`config.mk`:
```
export PLATFORM = sky130hd
export DESIGN_NAME = contiguous_page_run_allocator_core
export DESIGN_NICKNAME = d
export VERILOG_FILES = /design/src/sv/cpra_pkg.sv /design/src/sv/cpra_desc_mem.sv /design/src/sv/contiguous_page_run_allocator_core.sv
export VERILOG_INCLUDE_DIRS = /design/src /design/src/sv
export SDC_FILE = /design/constraint.sdc
export NUM_CORES = 1
export LEC_CHECK = 0
export BUFFER_PORTS_ARGS = -buffer_cell sky130_fd_sc_hd__buf_4
export CORE_ASPECT_RATIO = 0.8
export CORE_MARGIN = 2
export CORE_UTILIZATION = 61
export DETAILED_ROUTE_END_ITERATION = 10
export PLACE_DENSITY = 0.8
export SYNTH_ARGS = -nofsm -noshare
export SYNTH_HDL_FRONTEND = slang
export SYNTH_SLANG_ARGS = --single-unit
```
`constraint.sdc`:
```
create_clock -name clock -period 4.1 [get_ports clock]
set_input_delay 0 -clock clock [delete_from_list [all_inputs] [get_ports clock]]
set_output_delay 0 -clock clock [all_outputs]
set_load 0.01 [all_outputs]
```
`src/sv/assert_macros.svh`:
```
// Assertion macros shared by the RTL; empty when built for synthesis.
`ifndef ASSERT_MACROS_SVH
`define ASSERT_MACROS_SVH
`ifndef SYNTHESIS
`define ASSERT_IMPLY(label, clk, rst, ante, cons) \
   label: assert property (@(posedge clk) disable iff (rst) (ante) |-> (cons)) \
      else $error("assertion failed");
`define ASSERT_NEXT(label, clk, rst, ante, cons) \
   label: assert property (@(posedge clk) disable iff (rst) (ante) |=> (cons)) \
      else $error("assertion failed");
`else
`define ASSERT_IMPLY(label, clk, rst, ante, cons)
`define ASSERT_NEXT(label, clk, rst, ante, cons)
`endif
`endif

```
`src/sv/cpra_pkg.sv`:
```
// Package: types, constants and codes of the contiguous page-run allocator.
`timescale 1ns / 1ps
package cpra_pkg;

   localparam int unsigned PAGE_BYTES     = 4096;
   localparam int unsigned PAGE_SHIFT     = $clog2(PAGE_BYTES);
   localparam int unsigned SLOT_COUNT_DEF = 32;
   localparam int unsigned DESC_W         = 8;

   localparam logic [DESC_W-1:0] CONT_MARK  = 8'hFF;
   localparam logic [DESC_W-1:0] DESC_FREE  = 8'h00;
   localparam logic [31:0]       BASE_RESET = 32'h003E_0000;

   localparam logic CMD_ALLOC = 1'b0;
   localparam logic CMD_FREE  = 1'b1;

   localparam logic [1:0] ST_DONE         = 2'd0;
   localparam logic [1:0] ST_ALLOC_FAIL   = 2'd1;
   localparam logic [1:0] ST_FREE_IGNORED = 2'd2;

   typedef struct packed {
      logic        command;
      logic [31:0] request_bytes;
      logic [31:0] free_address;
   } req_type;

   typedef struct packed {
      logic [31:0] granted_address;
      logic [1:0]  status;
   } rsp_type;

   // write command to the descriptor store; fill=0 marks the slot free
   typedef struct packed {
      logic              en;
      logic              fill;
      logic [DESC_W-1:0] data;
   } desc_wr_type;

endpackage

```
`src/sv/cpra_desc_mem.sv`:
```
// Descriptor store: one-port-read, one-port-write RAM with per-slot valid bits.
`timescale 1ns / 1ps
module cpra_desc_mem #(
   parameter int unsigned SLOT_COUNT = cpra_pkg::SLOT_COUNT_DEF,
   localparam int unsigned SLOT_W    = $clog2(SLOT_COUNT)
) (
   input  logic                            clock,
   input  logic                            reset,
   input  logic [SLOT_W-1:0]               rd_addr,
   output logic [cpra_pkg::DESC_W-1:0]     rd_desc,
   input  logic [SLOT_W-1:0]               wr_addr,
   input  cpra_pkg::desc_wr_type           wr_cmd
);

   logic [cpra_pkg::DESC_W-1:0] desc_ram [SLOT_COUNT];
   logic                        valid_ff [SLOT_COUNT];
   logic [cpra_pkg::DESC_W-1:0] rd_data_ff;
   logic                        rd_valid_ff;

   // data array: no reset, an entry without its valid bit reads as free
   always_ff @(posedge clock) begin
      if (wr_cmd.en && wr_cmd.fill) begin
         desc_ram[wr_addr] <= wr_cmd.data;
      end
      rd_data_ff <= desc_ram[rd_addr];
   end

   always_ff @(posedge clock) begin
      if (reset) begin
         for (int i = 0; i < SLOT_COUNT; i++) begin
            valid_ff[i] <= 1'b0;
         end
         rd_valid_ff <= 1'b0;
      end else begin
         if (wr_cmd.en) begin
            valid_ff[wr_addr] <= wr_cmd.fill;
         end
         rd_valid_ff <= valid_ff[rd_addr];
      end
   end

   assign rd_desc = rd_valid_ff ? rd_data_ff : cpra_pkg::DESC_FREE;

endmodule

```
`src/sv/contiguous_page_run_allocator_core.sv`:
```
// Top level: first-fit contiguous page-run allocator with descriptor RAM.
`timescale 1ns / 1ps
// Usage
//   req channel (valid/ready): one transfer carries a command (allocate or
//   free), a byte count for allocate and an address for free.
//   rsp channel (valid/ready): exactly one transfer per request, with the
//   granted address (0 unless an allocation succeeds) and a status code.
//   csr port: csr_wr_en writes region_base from csr_wr_data at once; write it
//   only while no request is in flight.
// Sequence (accepting edge to the edge that raises rsp_valid)
//   Allocate: the scan reads one slot a cycle up to the slot that completes
//   the run, then writes the run's descriptors and loads the result; if no
//   run fits, it stops at the last slot. Free: the head descriptor is read
//   and checked, then, if it heads a run, its pages are cleared. A rejected
//   request goes straight to the result; req_ready rises as it loads.
// Reset
//   Synchronous, active high: every slot becomes free (its valid bit is
//   cleared), region_base returns to its reset value, both channels idle.
// Back-pressure
//   The result sits in an output register; a new request is taken while it
//   waits, and the next result holds in the sequencer until rsp_ready.
module contiguous_page_run_allocator_core #(
   parameter int unsigned SLOT_COUNT = cpra_pkg::SLOT_COUNT_DEF
) (
   input  logic              clock,
   input  logic              reset,
   input  logic              req_valid,
   output logic              req_ready,
   input  cpra_pkg::req_type req_data,
   output logic              rsp_valid,
   input  logic              rsp_ready,
   output cpra_pkg::rsp_type rsp_data,
   input  logic              csr_wr_en,
   input  logic [31:0]       csr_wr_data
);

`include "assert_macros.svh"

   localparam int unsigned SLOT_W       = $clog2(SLOT_COUNT);
   localparam int unsigned CNT_W        = $clog2(SLOT_COUNT + 1);
   localparam int unsigned PG_W         = 33 - cpra_pkg::PAGE_SHIFT;
   localparam logic [31:0] REGION_BYTES = 32'(SLOT_COUNT * cpra_pkg::PAGE_BYTES);
   localparam logic [SLOT_W-1:0] LAST_SLOT = SLOT_W'(SLOT_COUNT - 1);

   // sequencer states
   localparam logic [2:0] S_IDLE  = 3'd0;
   localparam logic [2:0] S_SCAN  = 3'd1;
   localparam logic [2:0] S_FILL  = 3'd2;
   localparam logic [2:0] S_FREAD = 3'd3;
   localparam logic [2:0] S_FCHK  = 3'd4;
   localparam logic [2:0] S_FCLR  = 3'd5;
   localparam logic [2:0] S_DONE  = 3'd6;

   logic [2:0]        state_ff, state_in;
   logic [31:0]       region_base_ff;
   logic [CNT_W-1:0]  pages_ff, pages_in;
   logic [CNT_W-1:0]  scan_ff, scan_in;
   logic              chk_vld_ff, chk_vld_in;
   logic [SLOT_W-1:0] chk_idx_ff, chk_idx_in;
   logic [CNT_W-1:0]  run_len_ff, run_len_in;
   logic [SLOT_W-1:0] start_ff, start_in;
   logic [SLOT_W-1:0] end_ff, end_in;
   logic [SLOT_W-1:0] wr_idx_ff, wr_idx_in;
   logic [cpra_pkg::DESC_W-1:0] left_ff, left_in;
   logic [31:0]       res_addr_ff, res_addr_in;
   logic [1:0]        res_status_ff, res_status_in;
   logic              rsp_valid_ff, rsp_valid_in;
   cpra_pkg::rsp_type rsp_data_ff, rsp_data_in;

   logic [SLOT_W-1:0]           mem_raddr;
   logic [cpra_pkg::DESC_W-1:0] rd_desc;
   cpra_pkg::desc_wr_type       wr_cmd;

   logic              req_fire;
   logic [PG_W-1:0]   req_pages;
   logic              alloc_bad;
   logic [31:0]       free_offset;
   logic              free_in_region;
   logic [CNT_W-1:0]  run_next;
   logic [SLOT_W-1:0] run_head;
   logic              rsp_free;

   cpra_desc_mem #(
      .SLOT_COUNT(SLOT_COUNT)
   ) u_desc_mem (
      .clock   (clock),
      .reset   (reset),
      .rd_addr (mem_raddr),
      .rd_desc (rd_desc),
      .wr_addr (wr_idx_ff),
      .wr_cmd  (wr_cmd)
   );

   assign req_ready = (state_ff == S_IDLE);
   assign req_fire  = req_valid && req_ready;
   assign rsp_free  = !rsp_valid_ff || rsp_ready;

   // page count without wrap: whole pages plus one for a partial page
   assign req_pages = PG_W'(req_data.request_bytes[31:cpra_pkg::PAGE_SHIFT])
                    + PG_W'(|req_data.request_bytes[cpra_pkg::PAGE_SHIFT-1:0]);
   assign alloc_bad = (req_data.request_bytes == 32'd0) ||
                      (req_pages > PG_W'(SLOT_COUNT));

   // region check; offset is only meaningful when address >= base
   assign free_offset    = req_data.free_address - region_base_ff;
   assign free_in_region = (req_data.free_address >= region_base_ff) &&
                           (free_offset < REGION_BYTES);

   // free-run tracking for the slot whose descriptor arrives this cycle
   assign run_next = run_len_ff + CNT_W'(1);
   assign run_head = (run_len_ff == '0) ? chk_idx_ff : start_ff;

   always_comb begin
      if (state_ff == S_SCAN && scan_ff < CNT_W'(SLOT_COUNT)) begin
         mem_raddr = scan_ff[SLOT_W-1:0];
      end else if (state_ff == S_SCAN) begin
         mem_raddr = '0;
      end else begin
         mem_raddr = wr_idx_ff;
      end
   end

   always_comb begin
      state_in      = state_ff;
      pages_in      = pages_ff;
      scan_in       = scan_ff;
      chk_vld_in    = chk_vld_ff;
      chk_idx_in    = chk_idx_ff;
      run_len_in    = run_len_ff;
      start_in      = start_ff;
      end_in        = end_ff;
      wr_idx_in     = wr_idx_ff;
      left_in       = left_ff;
      res_addr_in   = res_addr_ff;
      res_status_in = res_status_ff;
      wr_cmd        = '0;

      unique case (state_ff)
         S_IDLE: begin
            if (req_fire) begin
               res_addr_in = 32'd0;
               if (req_data.command == cpra_pkg::CMD_ALLOC) begin
                  pages_in   = CNT_W'(req_pages);
                  scan_in    = '0;
                  chk_vld_in = 1'b0;
                  run_len_in = '0;
                  if (alloc_bad) begin
                     res_status_in = cpra_pkg::ST_ALLOC_FAIL;
                     state_in      = S_DONE;
                  end else begin
                     state_in = S_SCAN;
                  end
               end else begin
                  wr_idx_in = SLOT_W'(free_offset >> cpra_pkg::PAGE_SHIFT);
                  if (free_in_region) begin
                     state_in = S_FREAD;
                  end else begin
                     res_status_in = cpra_pkg::ST_FREE_IGNORED;
                     state_in      = S_DONE;
                  end
               end
            end
         end
         S_SCAN: begin
            // issue side: one read per cycle, slot index follows the data
            if (scan_ff < CNT_W'(SLOT_COUNT)) begin
               scan_in    = scan_ff + CNT_W'(1);
               chk_vld_in = 1'b1;
               chk_idx_in = scan_ff[SLOT_W-1:0];
            end else begin
               chk_vld_in = 1'b0;
            end
            // check side
            if (chk_vld_ff) begin
               if (rd_desc != cpra_pkg::DESC_FREE) begin
                  run_len_in = '0;
                  if (chk_idx_ff == LAST_SLOT) begin
                     res_status_in = cpra_pkg::ST_ALLOC_FAIL;
                     state_in      = S_DONE;
                  end
               end else begin
                  run_len_in = run_next;
                  start_in   = run_head;
                  if (run_next == pages_ff) begin
                     wr_idx_in = run_head;
                     end_in    = chk_idx_ff;
                     state_in  = S_FILL;
                  end else if (chk_idx_ff == LAST_SLOT) begin
                     res_status_in = cpra_pkg::ST_ALLOC_FAIL;
                     state_in      = S_DONE;
                  end
               end
            end
         end
         S_FILL: begin
            wr_cmd.en   = 1'b1;
            wr_cmd.fill = 1'b1;
            wr_cmd.data = (wr_idx_ff == start_ff) ?
                          cpra_pkg::DESC_W'(pages_ff) : cpra_pkg::CONT_MARK;
            if (wr_idx_ff == end_ff) begin
               res_addr_in   = region_base_ff +
                               (32'(start_ff) << cpra_pkg::PAGE_SHIFT);
               res_status_in = cpra_pkg::ST_DONE;
               state_in      = S_DONE;
            end else begin
               wr_idx_in = wr_idx_ff + SLOT_W'(1);
            end
         end
         S_FREAD: begin
            state_in = S_FCHK;
         end
         S_FCHK: begin
            if (rd_desc == cpra_pkg::DESC_FREE || rd_desc == cpra_pkg::CONT_MARK) begin
               res_status_in = cpra_pkg::ST_FREE_IGNORED;
               state_in      = S_DONE;
            end else begin
               left_in  = rd_desc;
               state_in = S_FCLR;
            end
         end
         S_FCLR: begin
            wr_cmd.en = 1'b1;
            // clearing stops at the recorded count or at the last slot
            if (left_ff == cpra_pkg::DESC_W'(1) || wr_idx_ff == LAST_SLOT) begin
               res_status_in = cpra_pkg::ST_DONE;
               state_in      = S_DONE;
            end else begin
               left_in   = left_ff - cpra_pkg::DESC_W'(1);
               wr_idx_in = wr_idx_ff + SLOT_W'(1);
            end
         end
         S_DONE: begin
            if (rsp_free) begin
               state_in = S_IDLE;
            end
         end
         default: begin
            state_in = S_IDLE;
         end
      endcase
   end

   // output register
   always_comb begin
      rsp_valid_in = rsp_valid_ff;
      rsp_data_in  = rsp_data_ff;
      if (state_ff == S_DONE && rsp_free) begin
         rsp_valid_in                = 1'b1;
         rsp_data_in.granted_address = res_addr_ff;
         rsp_data_in.status          = res_status_ff;
      end else if (rsp_ready) begin
         rsp_valid_in = 1'b0;
      end
   end

   always_ff @(posedge clock) begin
      if (reset) begin
         state_ff       <= S_IDLE;
         rsp_valid_ff   <= 1'b0;
         chk_vld_ff     <= 1'b0;
         region_base_ff <= cpra_pkg::BASE_RESET;
      end else begin
         state_ff     <= state_in;
         rsp_valid_ff <= rsp_valid_in;
         chk_vld_ff   <= chk_vld_in;
         if (csr_wr_en) begin
            region_base_ff <= csr_wr_data;
         end
      end
   end

   always_ff @(posedge clock) begin
      pages_ff      <= pages_in;
      scan_ff       <= scan_in;
      chk_idx_ff    <= chk_idx_in;
      run_len_ff    <= run_len_in;
      start_ff      <= start_in;
      end_ff        <= end_in;
      wr_idx_ff     <= wr_idx_in;
      left_ff       <= left_in;
      res_addr_ff   <= res_addr_in;
      res_status_ff <= res_status_in;
      rsp_data_ff   <= rsp_data_in;
   end

   assign rsp_valid = rsp_valid_ff;
   assign rsp_data  = rsp_data_ff;

   // a request always leaves idle
   `ASSERT_NEXT(a_req_leaves_idle, clock, reset, req_fire, state_ff != S_IDLE)
   // the run being filled is exactly the requested length
   `ASSERT_IMPLY(a_fill_len, clock, reset, state_ff == S_FILL,
                 CNT_W'(end_ff - start_ff) + CNT_W'(1) == pages_ff)
   // only a successful allocation carries an address
   `ASSERT_IMPLY(a_fail_no_addr, clock, reset,
                 rsp_valid && rsp_data.status != cpra_pkg::ST_DONE,
                 rsp_data.granted_address == 32'd0)

endmodule

```
Word level (Yosys, flattened, before mapping)
Memory sizes are Yosys's and may differ from the RTL's. A register that Yosys moved wholly into a read port is not among the register bits.
Index checks and enable logic that the tools add are counted.
Word-level totals
  register bits: 151
  RAM bits: 288
  bits of input ports: 102
  memories kept: 2
Cells by class
  add/subtract/negate cells: 7
  $lt $le $gt $ge: 4
  eq/ne operators: 30
  mux-type cells: 69
  bitwise operators: 2
  reductions and logical operators: 36
Memory list
  u_desc_mem.desc_ram: depth 32, width 8, read ports 1, clocked after Yosys merged registers in 1, write ports 1, RTL line cpra_desc_mem.sv:15  | logic [cpra_pkg::DESC_W-1:0] desc_ram [SLOT_COUNT];
  u_desc_mem.valid_ff: depth 32, width 1, read ports 1, clocked after Yosys merged registers in 1, write ports 32, RTL line cpra_desc_mem.sv:16  | logic valid_ff [SLOT_COUNT];
Operator list (number)
  2-to-1 mux 32 bit: 2
  case mux 32 bit (2 select lines): 1
  2-to-1 mux 5 bit: 11
  2-to-1 mux 3 bit: 11
  adder 32 x 17 -> 32 bit: 1
  greater-or-equal comparator 32 bit: 1
  zero test 32 bit: 1
  less-than comparator 32 x 18 -> 1 bit (second input constant): 1
  2-to-1 mux 8 bit: 4
  subtractor 32 bit: 1
  2-to-1 mux 6 bit: 5
  2-to-1 mux 2 bit: 12
  case mux 6 bit (2 select lines): 2
  adder 20 x 1 -> 21 bit: 1
  > comparator 21 x 6 -> 1 bit (second input constant): 1
  case mux 3 bit (7 select lines): 1
  != test 2 bit (second input constant): 10
  case mux 5 bit (4 select lines): 1
  case mux 8 bit (2 select lines): 1
  2-to-1 mux 1 bit: 15
  AND reduction 3 bit: 5
  adder 6 x 1 -> 6 bit (second input constant): 2
  AND reduction 4 bit: 3
  OR reduction 12 bit: 1
  34 further kinds: 54

Logic depth before layout (Yosys ltp)
Gate-level depths: netlist of the first run.
  word-level depth: 8
  depth in mapped cells: 14
  mapped depth without buffers: 14

Cells and area by module
From an unflattened synthesis of the first run, not the netlist that was laid out.
Unflattened totals
  cells, all modules: 1564
  area total of the unflattened synthesis: 21085.2 µm²
By module, submodules not included
  cpra_desc_mem: times used 1, cells each 594, area an instance 11895.2 µm², sequential area each 8828.5 µm²
  contiguous_page_run_allocator_core: times used 1, cells each 970, area an instance 9190.1 µm², sequential area each 4164.0 µm²

Least setup slack after synthesis of the first run
Ideal clock, no wire load.
  kind: register to register
  start point: reg state_ff[0]
  end point: reg rsp_data_ff, in the netlist rsp_data[0], enable pin
  setup time: 0.475 ns
  data arrival time: 3.264 ns
  setup slack: 0.361 ns
  cell stages (with the launch flop): 4
  path buffers: 2
  cells stage by stage: dfxtp_1 clkbuf_8 clkbuf_1 nor3b_1
On the way
  longest elaborated chain between the ends: 2
Ends and longest elaborated chain
  from (decl): RTL line contiguous_page_run_allocator_core.sv:54  | logic [2:0] state_ff, state_in;
  from (signal assigned): RTL line contiguous_page_run_allocator_core.sv:263  | state_ff <= state_in;
  == test 3 bit: RTL line contiguous_page_run_allocator_core.sv:247  | if (state_ff == S_DONE && rsp_free) begin
  logical AND 1 bit: RTL line contiguous_page_run_allocator_core.sv:247
  to (signal assigned): RTL line contiguous_page_run_allocator_core.sv:283  | rsp_data_ff <= rsp_data_in;
  to (decl): RTL line contiguous_page_run_allocator_core.sv:68  | cpra_pkg::rsp_type rsp_data_ff, rsp_data_in;
Every way passes these cells.
A chain may end at the register's enable or synchronous reset.

Worst setup path in the final report of the first run
  start point: reg region_base_ff[18]
  end point: reg res_status_ff[1], enable pin
On the way
  longest elaborated chain between the ends: 5
  elaborated cells on any way between the ends: 6
  classes of those cells: 1 x add/sub; 2 x order compare; 1 x eq/ne; 2 x reduce/logical
Ends and longest elaborated chain
  from (decl): RTL line contiguous_page_run_allocator_core.sv:55  | logic [31:0] region_base_ff;
  from (signal assigned): RTL line contiguous_page_run_allocator_core.sv:261  | region_base_ff <= cpra_pkg::BASE_RESET;
  from (signal assigned): RTL line contiguous_page_run_allocator_core.sv:267  | region_base_ff <= csr_wr_data;
  subtractor 32 bit: RTL line contiguous_page_run_allocator_core.sv:105  | assign free_offset = req_data.free_address - region_base_ff;
  less-than comparator 32 x 18 -> 1 bit: RTL line contiguous_page_run_allocator_core.sv:107  | (free_offset < REGION_BYTES);
  logical AND 1 bit *: RTL line contiguous_page_run_allocator_core.sv:106  | assign free_in_region = (req_data.free_address >= region_base_ff) &&
  != test 3 bit (no source line) *
  AND reduction 9 bit (no source line) *
  to (signal assigned): RTL line contiguous_page_run_allocator_core.sv:282  | res_status_ff <= res_status_in;
  to (decl): RTL line contiguous_page_run_allocator_core.sv:66  | logic [1:0] res_status_ff, res_status_in;
Every way passes the cells marked *; elsewhere a longest branch is shown, timed or not.

==> results by group, run 1 <==
Finish
  • Post-route cell area: 23600 µm²
  • Area Overhead vs Synth: 16.79%
  • Layout cell share with drive strength beyond 1: 13.03%
  • Final net count: ~2100

Setup path
  • Kind of critical path: reg -> reg
  • CP Capture Type: flip-flop
  • Arrival @ worst endpoint: 3.88 ns
  • Reg2reg start: region_base_ff[18]$_SDFFE_PP1P_
  • R2R Path End: res_status_ff[1]$_DFFE_PP_
  • Crit start category: flip-flop
  • Reg2reg path depth: 11
  • R2R Setup Slk: approximately 0.53 ns
  • CP startpoint: region_base_ff[18]$_SDFFE_PP1P_
  • Req. time, crit path: around 4.4 ns
  • Crit path to: res_status_ff[1]$_DFFE_PP_
  • Worst Path Max Fanout: 10

Power
  • Power Density: 598.7 nW/µm²
  • Static Leak: 0.008460 µW
  • Sw frac: 36.28%
  • Clock Power Share: roughly 25%
  • Sw Pwr: 5126 µW
  • P_int: 9003 µW
  • Peak supply drop: between 500 and 600 µV
  • Combinational share of power: between 30% and 40%
  • Sequential share of power: 41.1%

Logic synthesis
  • Dominant cell type by area after synthesis: edfxtp_1
  • Compound-cell area share of the yosys netlist: 14.45%
  • Post-synthesis async set-or-reset flop share: 0%
  • Top FF cell, synth: edfxtp_1
  • Mean Syn Cell Area: 11.27 µm²
  • Synth Cell Area: about 20000 µm²
  • Top-area cell type share of the netlist area: 54.99%
  • Post-Syn Nets: roughly 1900
  • Synth Area in Simple Gates: 15.08%
  • Yosys cell types: between 90 and 100
  • XOR/XNOR share of the synthesized area: 2.731%
  • Synth Register Bits: 415
  • Yosys warns: 0
  • Largest family of logic cells by synthesized area: simple AND/OR/NAND/NOR gates
  • Multiplexer share of the synthesized area: 1.920%
  • Post-synthesis sequential area ratio: about 60%
  • Adder-cell share of the synthesized area: 3.133%
  • Post-synth EDFFs: 370
  • Post-Syn Instances: about 1800
  • Synth top area cells: edfxtp_1 55%, dfxtp_1 4.5%, nand2_1 3.9%

STA
  • Final setup violation count: 0
  • Final Skew: 0.01685 ns
  • Fin crit period: approximately 3.6 ns
  • Slew Viols, Final: 0
  • Worst slew margin: 22.05%
  • Post-route setup TNS: 0 ns
  • Fin crit share: between 80 and 90%
  • RSZ-0062 raised after global routing: false
  • Final hold violation count: 0
  • Fmax: 279.7 MHz
  • Worst-Margin Slew: 1.169 ns

Routing
  • Vias/cell: 6.342
  • Detailed Routing Iterations Pass 1: 7
  • Initial DRC Count: between 1500 and 2000
  • Mean routed wirelength per cell: 21.77 µm
  • DRC: 0
  • Via Count: 15420
  • Total wire length: 52930 µm
  • Routed Antenna Nets: 0

Clock tree
  • Skew-Pair Late Insertion Delay: 0.55 ns
  • CTS buffer count: 40
  • H-tree Lvls: 2
  • Clock sink count: 415
  • PostCTS Resize Cnt: 0
  • Clock transition at the registers of the reported paths: 0.06 ns
  • CTS root buf: clkbuf_16
  • CTS tree: done
  • Worst-case clock buffer depth: 3

Global route
  • Grt total ovfl: 0
  • Vias in the first global route: 14720
  • Largest net degree at the start of global routing: 87
  • GR Util All Layers: 30.26%
  • Initial antenna violation count: 2
  • First-pass GRT wire length: 81680 µm

Die
  • Die area: 34600 µm²
  • Die H: 166.8 µm
  • Num rows: slightly below 60
  • Placeable Area: 32560 µm²
  • Initial core utilization: 62.07%
  • Chip Width: 207.5 µm
  • # IOs: between 100 and 150

Worst hold path
  • Hold Path Class: in -> reg

Placed design
  • Placer congestion estimate: roughly 0.96
  • DP Area: approximately 22000 µm²
  • Post-DP HPWL: ~35000 µm
  • PortBufs: 137

Flow run
  • Max Cap Viol: 0

Run status
  • Outcome: completed
## through the flow
step | worst slack (ns) | instances | util (%) | power, µW | hold WS (ns)
6_report | 0.5252 | 2431 | 72.49 | 14130 | 0.06656
5_1_grt | 0.3113 | 2430 | 72.48 | 14760 | 0.07602
4_1_cts | 0.5966 | 2430 | 72.48 | 14040 | 0.02831
3_5_place_dp | 0.6278 | 2283 | 66.39 | 10490 | 0.2536
3_3_place_gp | 0.6360 | 2283 | 66.39 | 10340 | 0.2401
2_1_floorplan | 0.3613 | 1793 | - | 8902 | 0.1304
## placed cells by master, fill, tap and decap left out, types with 37 or more instances in the layout
cell type        n
a211oi_1        89
a21oi_1         76
a31oi_1         37
and2_1          64
buf_4          159
clkbuf_16       42
dfxtp_1         45
dlygate4sd3_1   76
edfxtp_1       370
ha_1            49
inv_1           55
nand2_1        210
nand3_1         42
nor2_1         185
o21ai_0         72
xnor2_1         43
## synthesized netlist by cell type (all sizes together) (12+ instances only)
library cell,number
inv,55
dfxtp,45
nor4,16
xnor2,43
mux2i,32
ha,49
o211ai,16
o21ai,83
xor2,20
and2,69
nor3,29
a311oi,32
buf,29
nand3,42
a211oi,89
edfxtp,370
a21o,23
a31oi,38
nor2,185
and3,12
nand4,22
nand2,212
clkbuf,70
a21oi,83
## cell type report
cell class	count	area (µm²)
flip-flops and latches	415	12010
repair buffers	238	2014
fillers	2149	8956
clock buffers	54	1106
multi-input cells	1223	7604
inverters	56	210.2
clock inverters	17	116.4
well taps	427	534.3
diodes	1	2.502
## power by group through the flow
stage	clock network (µW)	registers, µW	logic [µW]
after CTS	3520	5790	4730
after global routing	3700	5840	5220
after floorplan	0	5730	3170
final	3500	5810	4820
after global placement	0	5850	4490
after detailed placement	0	5870	4610
## logic make-up after synthesis
| family | after synthesis |
|---|---|
| XOR/XNOR | 63 |
| flip-flops | 415 |
| adder cells (fa/ha/maj) | 50 |
| buffers and inverters | 155 |
| AND/OR/NAND/NOR | 641 |
| multiplexers | 38 |
| AO/OA/AOI/OAI | 431 |
## flip-flops by register name, indices dropped and copies added, names as in the netlist, 6 cells and up
name                   count
left_ff                    8
pages_ff                   6
region_base_ff            32
res_addr_ff               32
rsp_data                  34
run_len_ff                 6
scan_ff                    6
u_desc_mem.desc_ram      224
u_desc_mem.rd_data_ff      7
u_desc_mem.valid_ff       32
## per-layer routing
metal	share of wire [%]	track usage (%)
met3	10	6.110
met2	45	47.06
met4	1.9	7.112
met5	0.019	0
met1	42	44.26
## worst max-delay path, cell delays in order, from the launching register on
cell	delay [ns]
dfxtp_1	0.33
inv_1	0.14
ha_1	0.51
nand4_2	0.22
a2111oi_2	0.36
o21ai_1	0.17
a32oi_1	0.25
o221ai_1	0.18
or4b_4	0.58
nor4b_4	0.29
o21ai_1	0.10
and3b_1	0.20
## worst min-delay path by stage
stage | start | cells past startpoint | slack, ns | to
floorplan | csr_wr_data[17] | 2 | 0.13 | region_base_ff[17]$_SDFFE_PP1P_
global placement | csr_wr_data[20] | 3 | 0.24 | region_base_ff[20]$_SDFFE_PP1P_
detailed placement | csr_wr_data[14] | 3 | 0.25 | region_base_ff[14]$_SDFFE_PP0P_
CTS | csr_wr_en | 2 | 0.03 | region_base_ff[19]$_SDFFE_PP1P_
global route | csr_wr_en | 3 | 0.08 | region_base_ff[20]$_SDFFE_PP1P_
finish | csr_wr_en | 2 | 0.07 | region_base_ff[19]$_SDFFE_PP1P_
## what timing repair did
action	CTS	global route
setup buffers	0	0
hold endpoints to repair	50	0
hold buffers	76	0
No activity file was read; power rests on OpenSTA's default activity.
==> run 2, diff against run 1 <==
--- a/config.mk
+++ b/config.mk
@@ -11,6 +11,7 @@
 export CORE_MARGIN = 2
 export CORE_UTILIZATION = 61
 export DETAILED_ROUTE_END_ITERATION = 10
+export GPL_TIMING_DRIVEN = 0
 export PLACE_DENSITY = 0.8
 export SYNTH_ARGS = -nofsm -noshare
 export SYNTH_HDL_FRONTEND = slang
==> run 2 against run 1 <==
Against the previous run: maximum frequency is 6.0% lower; via count rose by 3.5%; non-clock buffer count grew 44; core utilization shrank 0.15 points; total power is 3.6% higher; combinational power rose by 9.1%; sequential share of layout area up 0.10 points; critical path depth unchanged; clock-buffer cell count down 5; largest cell class unchanged.
==> results by group, run 2 (synthesis gave the netlist of run 1 again) <==
Run status
  • Outcome: completed

Die
  • Die area: 34600 µm² (unchanged)
  • Chip Width: 207.5 µm (unchanged)
  • Num rows: 59 (unchanged)
  • Die H: 166.8 µm (unchanged)
  • Placeable Area: 32560 µm² (unchanged)
  • Initial core utilization: 62.07% (unchanged)
  • # IOs: 138 (unchanged)

STA
  • Fmax: 262.9 MHz (-6.0%)
  • Fin crit share: 92.79% (+5.6 points)
  • RSZ-0062 raised after global routing: false
  • Final Skew: 0.01979 ns (+0.002938 ns)
  • Final setup violation count: 0 (unchanged)
  • Slew Viols, Final: 0 (unchanged)
  • Final hold violation count: 0 (unchanged)
  • Worst slew margin: 10.01% (-12 points)
  • Fin crit period: 3.804 ns (+0.2296 ns)
  • Worst-Margin Slew: 1.350 ns (+0.1807 ns)

Routing
  • Initial DRC Count: 2082 (+25%)
  • Detailed Routing Iterations Pass 1: 7 (unchanged)
  • DRC: 0 (unchanged)
  • Via Count: 15950 (+3.5%)
  • Routed Antenna Nets: 0 (unchanged)
  • Total wire length: 56200 µm (+6.2%)
  • Vias/cell: 6.446 (+1.6%)
  • Mean routed wirelength per cell: 22.71 µm (+4.3%)

Finish
  • Max reg flops: 224 (unchanged)
  • Non-Filler Instances: 2475 (+1.8%)
  • ANT cells: 0 (-1)
  • Final net count: 2170 (+2.1%)
  • Sequential Area: 12010 µm² (unchanged)
  • Reg with most FFs: u_desc_mem.desc_ram
  • Fillers: 2176 (+1.3%)
  • Post-route cell area: 23550 µm² (-0.20%)
  • Layout cell share with drive strength beyond 1: 12.99% (-0.042 points)
  • Most common cell after layout, fill and taps aside: edfxtp_1
  • Highest-count cells in the layout ignoring fill and taps: 370 x edfxtp_1, 209 x nand2_1, 185 x nor2_1
  • Area Overhead vs Synth: 16.56%
  • Layout Utilization: 72.34% (-0.15 points)
  • Area of the multi-input gates: 7561 µm² (-0.56%)

Global route
  • Initial antenna violation count: 0 (-2)
  • Vias in the first global route: 14880 (+1.1%)
  • Grt total ovfl: 0 (unchanged)
  • First-pass GRT wire length: 85710 µm (+4.9%)
  • GR Util All Layers: 32.12% (+1.9 points)
  • Largest net degree at the start of global routing: 33 (-62%)

Placed design
  • Post-DP HPWL: 40140 µm (+15%)
  • Inst Count DP: 2359 (+3.3%)
  • DP Area: 21830 µm² (+1.0%)
  • Placer congestion estimate: 0.9714 (+1.3%)
  • PortBufs: 136 (-0.73%)

Power
  • Peak supply drop: 621.2 µV (+10%)
  • Sw Pwr: 5519 µW (+7.7%)
  • Sw frac: 37.69% (+1.4 points)
  • Clock Power Share: 25.0% (+0.2 points)
  • P_int: 9124 µW (+1.4%)
  • Sequential share of power: 39.1% (-2.0 points)
  • Power Density: 621.8 nW/µm² (+3.9%)
  • Combinational share of power: 35.9% (+1.8 points)
  • Static Leak: 0.008368 µW (-1.1%)

Setup path
  • Req. time, crit path: 4.41 ns (about the same)
  • Critical path's largest stage delay: 0.71 ns (+0.13 ns)
  • Worst Path Max Fanout: 6 (-4)
  • CP Capture Type: flip-flop
  • Arrival @ worst endpoint: 4.12 ns (+0.24 ns)
  • CP cell instances: inv_1 > ha_1 > nand4_1 > a211oi_1 > o211ai_1 > o211ai_1 > o311ai_1 > or4_4 > nor4b_4 > o21ai_1 > and3b_1
  • Most used cell, CP: o211ai_1
  • Kind of critical path: reg -> reg
  • Slowest stage cell, crit path: a211oi_1
  • Reg2reg path depth: 11 (unchanged)
  • Crit start category: flip-flop

Clock tree
  • Skew-Pair Late Insertion Delay: 0.56 ns (about the same)
  • PostCTS Resize Cnt: 0 (unchanged)
  • CTS root buf: clkbuf_16
  • CTS buffer count: 40 (unchanged)
  • CTS tree: done
  • Clock transition at the registers of the reported paths: 0.06 ns (about the same)
  • Worst-case clock buffer depth: 3 (unchanged)
  • Clock sink count: 415 (unchanged)
  • H-tree Lvls: 2 (unchanged)

Flow run
  • Max Cap Viol: 0 (unchanged)

Worst hold path
  • Hold Path Class: in -> reg
  • Hold-critical path depth: 6 (+4)
run 2: path summary, 6_finish.rpt:
check                                 start                          to  slack [ns]
min                            req_data[62]    state_ff[1]$_SDFFE_PP0P_        0.08
min reg2reg      res_status_ff[0]$_DFFE_PP_       rsp_data[0]$_DFFE_PP_        0.42
max          region_base_ff[7]$_SDFFE_PP0P_  res_status_ff[0]$_DFFE_PP_        0.30
max reg2reg  region_base_ff[7]$_SDFFE_PP0P_  res_status_ff[0]$_DFFE_PP_        0.30
run 2: cell type report:
type / count / area share, %
Tap cell: 427 / 2.269
Inverter: 56 / 0.8925
Sequential cell: 415 / 51.00
Clock inverter: 23 / 0.8660
Clock buffer: 49 / 4.569
Timing Repair Buffer: 183 / 6.407
Multi-Input combinational cell: 1223 / 32.10
Buffer: 99 / 1.891
run 2: worst max-delay path, delay by kind of cell, from the launching register on:
family	cells	cell delay [ns]
adder cells (fa/ha/maj)	1	0.41
buffers and inverters	1	0.10
AO/OA/AOI/OAI	5	1.48
flip-flops	1	0.35
AND/OR/NAND/NOR	4	1.24
run 2: metrics by stage:
step / TNS (ns) / hold WS (ns) / power, µW / worst slack (ns)
after floorplan: 0 / 0.1304 / 8902 / 0.3613
after global placement: -156.24 / 0.2250 / 10610 / -0.8729
after global routing: 0 / 0.1051 / 15200 / 0.1574
final: 0 / 0.08470 / 14640 / 0.2956
after detailed placement: 0 / 0.2318 / 10800 / 0.4457
after CTS: 0 / 0.07261 / 14460 / 0.4203
run 2: repair_timing:
action                                 4_1_cts  5_1_grt
hold buffers                                43        0
buffers inserted                             0        0
endpoints found under the hold margin       43        0
run 2: power by group through the flow:
stage | Combinational [µW] | Sequential (µW) | Clock [µW]
final | 5260 | 5720 | 3660
after global routing | 5610 | 5750 | 3840
after CTS | 5090 | 5710 | 3670
after detailed placement | 5000 | 5800 | 0
after global placement | 4810 | 5790 | 0
after floorplan | 3170 | 5730 | 0
run 2: routing by layer:
metal  share of wire, %  up-vias  track usage, %
li1                   -     7137               -
met1                 42     7703           48.35
met2                 43      987           46.26
met3                 12      127           8.467
met4                2.4        0           8.851
met5                  0        -               0
